--- config.mk ---
export PLATFORM = sky130hd
export DESIGN_NAME = sorted_priority_queue_core
export DESIGN_NICKNAME = d
export VERILOG_FILES = /design/src/rtl/core/spq_pkg.sv /design/src/rtl/core/sorted_priority_queue_core.sv /design/src/rtl/core/spq_cell.sv
export SDC_FILE = /design/constraint.sdc
export NUM_CORES = 2
export LEC_CHECK = 0
export ABC_AREA = 1
export ABC_CLOCK_PERIOD_IN_PS = 10800
export BUFFER_PORTS_ARGS = -buffer_cell sky130_fd_sc_hd__buf_2
export CAP_MARGIN = 0
export CELL_PAD_IN_SITES_DETAIL_PLACEMENT = 1
export CELL_PAD_IN_SITES_GLOBAL_PLACEMENT = 1
export CORE_UTILIZATION = 40
export DETAILED_ROUTE_END_ITERATION = 8
export PLACE_DENSITY_LB_ADDON = 0.15
export REMOVE_ABC_BUFFERS = 1
export SETUP_SLACK_MARGIN = 0.3
export SYNTH_ARGS = -nofsm -noshare
export SYNTH_HDL_FRONTEND = slang
export SYNTH_SLANG_ARGS = --single-unit
--- constraint.sdc ---
create_clock -name clock -period 10.8 [get_ports clock]
set_input_delay 1.62 -clock clock [delete_from_list [all_inputs] [get_ports clock]]
set_output_delay 1.62 -clock clock [all_outputs]
set_load 0.1 [all_outputs]
--- src/rtl/core/spq_pkg.sv ---
// ----------------------------------------------------------------------------
// spq_pkg: shared types and codes for the sorted priority queue
// Holds the stored pair type and the operation codes.
// ----------------------------------------------------------------------------
package spq_pkg;

   localparam int DATA_W = 32;

   // operation codes
   localparam logic OP_INSERT = 1'b0;
   localparam logic OP_DELETE = 1'b1;

   // one stored pair
   typedef struct packed {
      logic signed [DATA_W-1:0] data;
      logic signed [DATA_W-1:0] prio;
   } entry_type;

   // what a cell hands to its right-hand neighbor
   typedef struct packed {
      entry_type entry;
      logic      keep;
   } link_type;

endpackage

--- src/rtl/core/sorted_priority_queue_core.sv ---
// ----------------------------------------------------------------------------
// sorted_priority_queue_core: sorted-array priority queue, chain of cells
// Result: the result beat is offered in the cycle after the request beat is taken.
// Throughput: one item per cycle while the result side does not stall;
//   a waiting result holds off new requests (the state is shown directly).
// Reset: synchronous, active high; clears the count and the result valid.
//   Slot contents are not cleared; only occupied slots are ever shown.
// ----------------------------------------------------------------------------
module sorted_priority_queue_core #(
   parameter int QUEUE_DEPTH = 16,
   localparam int CNT_W = $clog2(QUEUE_DEPTH + 1)
) (
   input  logic                            clock,
   input  logic                            reset,
   // request channel
   input  logic                            req_valid,
   output logic                            req_stall,
   input  logic                            req_operation,
   input  logic signed [spq_pkg::DATA_W-1:0] req_item_value,
   input  logic signed [spq_pkg::DATA_W-1:0] req_item_priority,
   // result channel
   output logic                            rsp_valid,
   input  logic                            rsp_stall,
   output logic                            rsp_accepted,
   output logic [CNT_W-1:0]                rsp_entry_count,
   output logic                            rsp_queue_empty,
   output logic                            rsp_queue_full,
   output logic signed [spq_pkg::DATA_W-1:0] rsp_head_value,
   output logic signed [spq_pkg::DATA_W-1:0] rsp_head_priority,
   output logic signed [spq_pkg::DATA_W-1:0] rsp_tail_value,
   output logic signed [spq_pkg::DATA_W-1:0] rsp_tail_priority
);
   import spq_pkg::*;

   // control state
   logic [CNT_W-1:0] count_ff, count_in;
   logic             rsp_valid_ff, rsp_valid_in;
   logic             accepted_ff, accepted_in;

   logic req_fire;
   logic is_full, none_stored;
   logic do_insert, do_delete;

   entry_type new_entry;
   link_type  links [QUEUE_DEPTH+1];
   entry_type tail_entry;

   assign is_full     = (count_ff == CNT_W'(QUEUE_DEPTH));
   assign none_stored = (count_ff == '0);

   // a new request may land in the same cycle the pending result leaves
   assign req_stall = rsp_valid_ff && rsp_stall;
   assign req_fire  = req_valid && !req_stall;

   // full insert and empty delete are dropped, reported as not accepted
   assign do_insert = req_fire && (req_operation == OP_INSERT) && !is_full;
   assign do_delete = req_fire && (req_operation == OP_DELETE) && !none_stored;

   assign new_entry.data = req_item_value;
   assign new_entry.prio = req_item_priority;

   // left end of the chain: cell 0 takes the new pair unless it keeps its own
   assign links[0].entry = new_entry;
   assign links[0].keep  = 1'b1;

   // the chain; delete needs no data movement, the count simply drops
   for (genvar i = 0; i < QUEUE_DEPTH; i++) begin : g_cell
      logic occupied;
      assign occupied = (CNT_W'(i) < count_ff);

      spq_cell u_cell (
         .clock     (clock),
         .shift_en  (do_insert),
         .occupied  (occupied),
         .new_entry (new_entry),
         .left_link (links[i]),
         .link_out  (links[i+1])
      );
   end

   always_comb begin
      count_in     = count_ff;
      rsp_valid_in = rsp_valid_ff;
      accepted_in  = accepted_ff;
      if (req_fire) begin
         rsp_valid_in = 1'b1;
         accepted_in  = do_insert || do_delete;
         priority if (do_insert) begin
            count_in = count_ff + CNT_W'(1);
         end else if (do_delete) begin
            count_in = count_ff - CNT_W'(1);
         end
      end else if (!rsp_stall) begin
         rsp_valid_in = 1'b0;
      end
   end

   always_ff @(posedge clock) begin
      if (reset) begin
         count_ff     <= '0;
         rsp_valid_ff <= 1'b0;
      end else begin
         count_ff     <= count_in;
         rsp_valid_ff <= rsp_valid_in;
      end
      accepted_ff <= accepted_in;
   end

   // tail pick: each cell compares its index against the count, AND-OR mux
   always_comb begin
      tail_entry = '0;
      for (int i = 0; i < QUEUE_DEPTH; i++) begin
         if (count_ff == CNT_W'(i + 1)) begin
            tail_entry = tail_entry | links[i+1].entry;
         end
      end
   end

   // result beat: state is frozen while the beat waits, so it reads live
   assign rsp_valid         = rsp_valid_ff;
   assign rsp_accepted      = accepted_ff;
   assign rsp_entry_count   = count_ff;
   assign rsp_queue_empty   = none_stored;
   assign rsp_queue_full    = is_full;
   assign rsp_head_value    = none_stored ? '0 : links[1].entry.data;
   assign rsp_head_priority = none_stored ? '0 : links[1].entry.prio;
   assign rsp_tail_value    = tail_entry.data;
   assign rsp_tail_priority = tail_entry.prio;

`ifndef SYNTHESIS
   a_count_range : assert property (@(posedge clock) disable iff (reset)
      count_ff <= CNT_W'(QUEUE_DEPTH))
      else $error("entry count beyond queue depth");

   a_insert_grows : assert property (@(posedge clock) disable iff (reset)
      do_insert |=> (count_ff == $past(count_ff) + CNT_W'(1)) && accepted_ff)
      else $error("insert did not grow the queue");

   a_delete_shrinks : assert property (@(posedge clock) disable iff (reset)
      do_delete |=> (count_ff == $past(count_ff) - CNT_W'(1)) && accepted_ff)
      else $error("delete did not shrink the queue");

   a_sorted : assert property (@(posedge clock) disable iff (reset)
      (rsp_valid_ff && !none_stored) |-> (rsp_head_priority >= rsp_tail_priority))
      else $error("head priority below tail priority");

   a_hold_while_waiting : assert property (@(posedge clock) disable iff (reset)
      (rsp_valid_ff && rsp_stall) |=> $stable(count_ff) && rsp_valid_ff)
      else $error("queue state moved while a result beat waited");
`endif

endmodule

--- src/rtl/core/spq_cell.sv ---
// ----------------------------------------------------------------------------
// spq_cell: one slot of the sorted queue
// Holds a pair; on insert it keeps it, takes the new pair or takes its
// left neighbor's pair, depending on its own compare and the neighbor's.
// ----------------------------------------------------------------------------
module spq_cell (
   input  logic               clock,
   input  logic               shift_en,
   input  logic               occupied,
   input  spq_pkg::entry_type new_entry,
   input  spq_pkg::link_type  left_link,
   output spq_pkg::link_type  link_out
);
   import spq_pkg::*;

   entry_type entry_ff;
   entry_type entry_in;
   logic      keep;

   // a stored pair of greater or equal priority stays ahead of the new one
   assign keep = occupied && (entry_ff.prio >= new_entry.prio);

   always_comb begin
      priority if (!shift_en || keep) begin
         entry_in = entry_ff;
      end else if (left_link.keep) begin
         entry_in = new_entry;
      end else begin
         entry_in = left_link.entry;
      end
   end

   always_ff @(posedge clock) begin
      entry_ff <= entry_in;
   end

   assign link_out.entry = entry_ff;
   assign link_out.keep  = keep;

endmodule
==> metrics.txt <==
Die X-Extent=403.6 um; Final min period=7812 ps; io pins=207; WL/cell=35.47 um; post-cts sizing count=0; setup TNS=0 ps; delay-heaviest family, CP=buffers and inverters; Worst-path clk slew=60 ps; largest net degree at the start of global routing=65; cts bufs inserted=130; post-synthesis adder-cell area fraction=0.1003; initial antenna violation count=22; Vias/cell=6.481; Mapped Cells=7546; CTS H-tree depth=4; Power per Cell Area=211.7 mW/mm^2; largest family of logic cells by synthesized area=simple AND/OR/NAND/NOR gates; Rel. slew slack=0.1291; required time at the worst-slack endpoint=9180 ps; top post-synthesis cells by area=edfxtp_1 48%, nand2_1 17%, ha_1 10%; CTS tree=yes; layout cell share with drive strength beyond 1=0.07734; clock sinks=1031; Setup Skew=54.68 ps; commonest non-fill, non-tap cell in the layout=nand2_1; total of max-cap violations=0; Synth Register Bits=1031; simple-gate share of the synthesized area=0.2901; full die area=0.1629 mm^2; Main synth FF type=edfxtp_1; Nets=8072; Worst-Skew Late Latency=840 ps; Crit. path cell count=12; WL met3=38170 um; Longest Clk Path Bufs=3; compound-gate portion of the synthesized area=0.07212; Final Wtd Congestion=0.9913; VDD IR max=187.3 uV; R2R depth=10; first-pass GRT wire length=477600 um; vias in the first global route=62.43k; metal2 WL=152300 um; HPWL Detailed=209600 um; most used cell, CP=nand2_1; EDFF count, synth=1025; Pre-antenna DRT Iters=6; postcts setup bufs=0; CTS Hold Bufs=0; crit start category=register; Initial Utilization=0.4023; crit share post-route=0.7233; pre-CTS WS=3360 ps; register area share after synthesis=0.4789; DRC=0; Async SR Flop Fraction=0; DIE HEIGHT=403.6 um; most frequent cells in the layout=2962 x nand2_1, 1083 x nand3_1, 1025 x edfxtp_1; post-route worst setup slack=2988 ps; cell area after synthesis=0.06452 mm^2; via count=63.17k; non-filler cells, final=9747; Least-Margin Pin Slew=1303 ps; crit-path cells=inv_2 > ha_1 > nand2_4 > inv_2 > nand2_1 > inv_4 > buf_4 > nand2_1 > nand2_1 > a221oi_1 > nand4_1 > buf_2; status=finished, final reports clean; fmax=0.1280 GHz; synth warn=0; GR Util All Layers=0.4167; DR top layer=met5; min-delay worst type=reg -> reg; met1 WL=130700 um; CP max FO=34; final hold vios=0; # port buffers=206; area delta synth->final=10.66%; proportion of netlist area held by the largest area contributor=0.4770; total grt overflow=0; Buf/Inv on CP=5; kind of critical path=reg -> out; Post-Synth XOR/XNOR Area=0.0001357; RSZ-0062 raised after global routing=no; Worst Hold Path Cells=2; Worst Path Arrival=6190 ps; Avg Inst Size Synth=8.551 um^2; Fin Hold WS=492.6 ps; Leak=31.67 nW; final slew viol count=0; biggest cell delay along the critical path=950 ps; Antenna Nets Post-Route=0; Layout Utilization=0.4452; WL final=345700 um; Placed Cells=9514; CTS Root Buffer Type=clkbuf_16; Setup crit end kind=output pin; initial drt markers=8259; Synth area leader=edfxtp_1; final setup violation count=0; post-synthesis mux area share=0; Yosys cell types=45; Core Box Area=0.1604 mm^2; CP max-delay cell=inv_4; # rows=147
[power breakdown]
part	total [mW]	internal, mW	switching, mW
clock network	4.47	2.49	1.98
registers	5.34	5.02	0.325
logic	5.30	0.931	4.37
total	15.1	8.44	6.68
[sequential cells by signal, summed over array words and instances, names as in the netlist]
signal / count
g_cell.u_cell.link_out: 1024
rsp_entry_count: 5
rsp_accepted: 1
rsp_valid: 1
[final timing paths]
kind                 startpoint                            end  slack, ps
max          rsp_entry_count[0]          rsp_tail_priority[30]       2990
min                   rsp_valid                      rsp_valid        490
max reg2reg  rsp_entry_count[2]  g_cell[1].u_cell.link_out[45]       4490
min reg2reg           rsp_valid                      rsp_valid        490
[per-layer routing]
layer,global-route usage,vias up
li1,-,25970
met1,0.5334,31490
met2,0.6480,4486
met3,0.08795,1206
met4,0.2479,20
met5,0,-
[Yosys cell counts (2+ instances only)]
library cell and count:
nand2_1 2967, nand3_1 1096, edfxtp_1 1025, ha_1 517, inv_1 295, a21oi_1 264, buf_2 259, nor2_1 231
clkbuf_1 125, a221oi_1 115, nand4_1 114, a22o_1 103, o21ai_0 79, buf_4 61, a211oi_1 44, buf_1 39
o21a_1 33, nor3_1 26, inv_2 22, buf_6 19, a21o_1 16, nand2_2 12, o2111ai_1 12, nor2_4 7
o22ai_1 7, a32o_1 6, and3_1 6, dfxtp_1 6, nand3_2 6, nor2_2 6, o21bai_1 6, nand2_4 3
o21ai_1 3, a31oi_1 2, nand2b_1 2, nor4_1 2, o211ai_1 2
[metrics by stage]
step,total power [mW],instance area (um^2)
CTS,14.93,71380
detailed placement,10.52,67180
global route,15.38,71390
finish,15.12,71400
global placement,10.41,67180
floorplan,8.193,61940
[worst min-delay path, delay by kind of cell, from the launching register on]
| family | cells | cell delay, ps |
|---|---|---|
| AO/OA/AOI/OAI | 1 | 60 |
| AND/OR/NAND/NOR | 1 | 80 |
| flip-flops | 1 | 310 |
[cell type report]
cell class / count / area, um^2
antenna: 10 / 25.02
clock buffer: 154 / 3364
clock inverter: 69 / 829.5
fill: 18910 / 88980
inverter: 318 / 1236
multi-input combinational: 5694 / 30400
sequential: 1031 / 30900
tap: 2160 / 2703
timing repair buffer: 311 / 1944
[kinds of logic (layout without fill, tap and decap cells)]
logic type / Yosys count / in the layout
flops: 1031 / 1031
simple gates: 4481 / 4481
other cells: 0 / 10
buf+inv: 821 / 852
fa+ha+maj: 517 / 517
xor+xnor: 1 / 1
compound gates: 695 / 695
(Power assumes the default switching activity.)
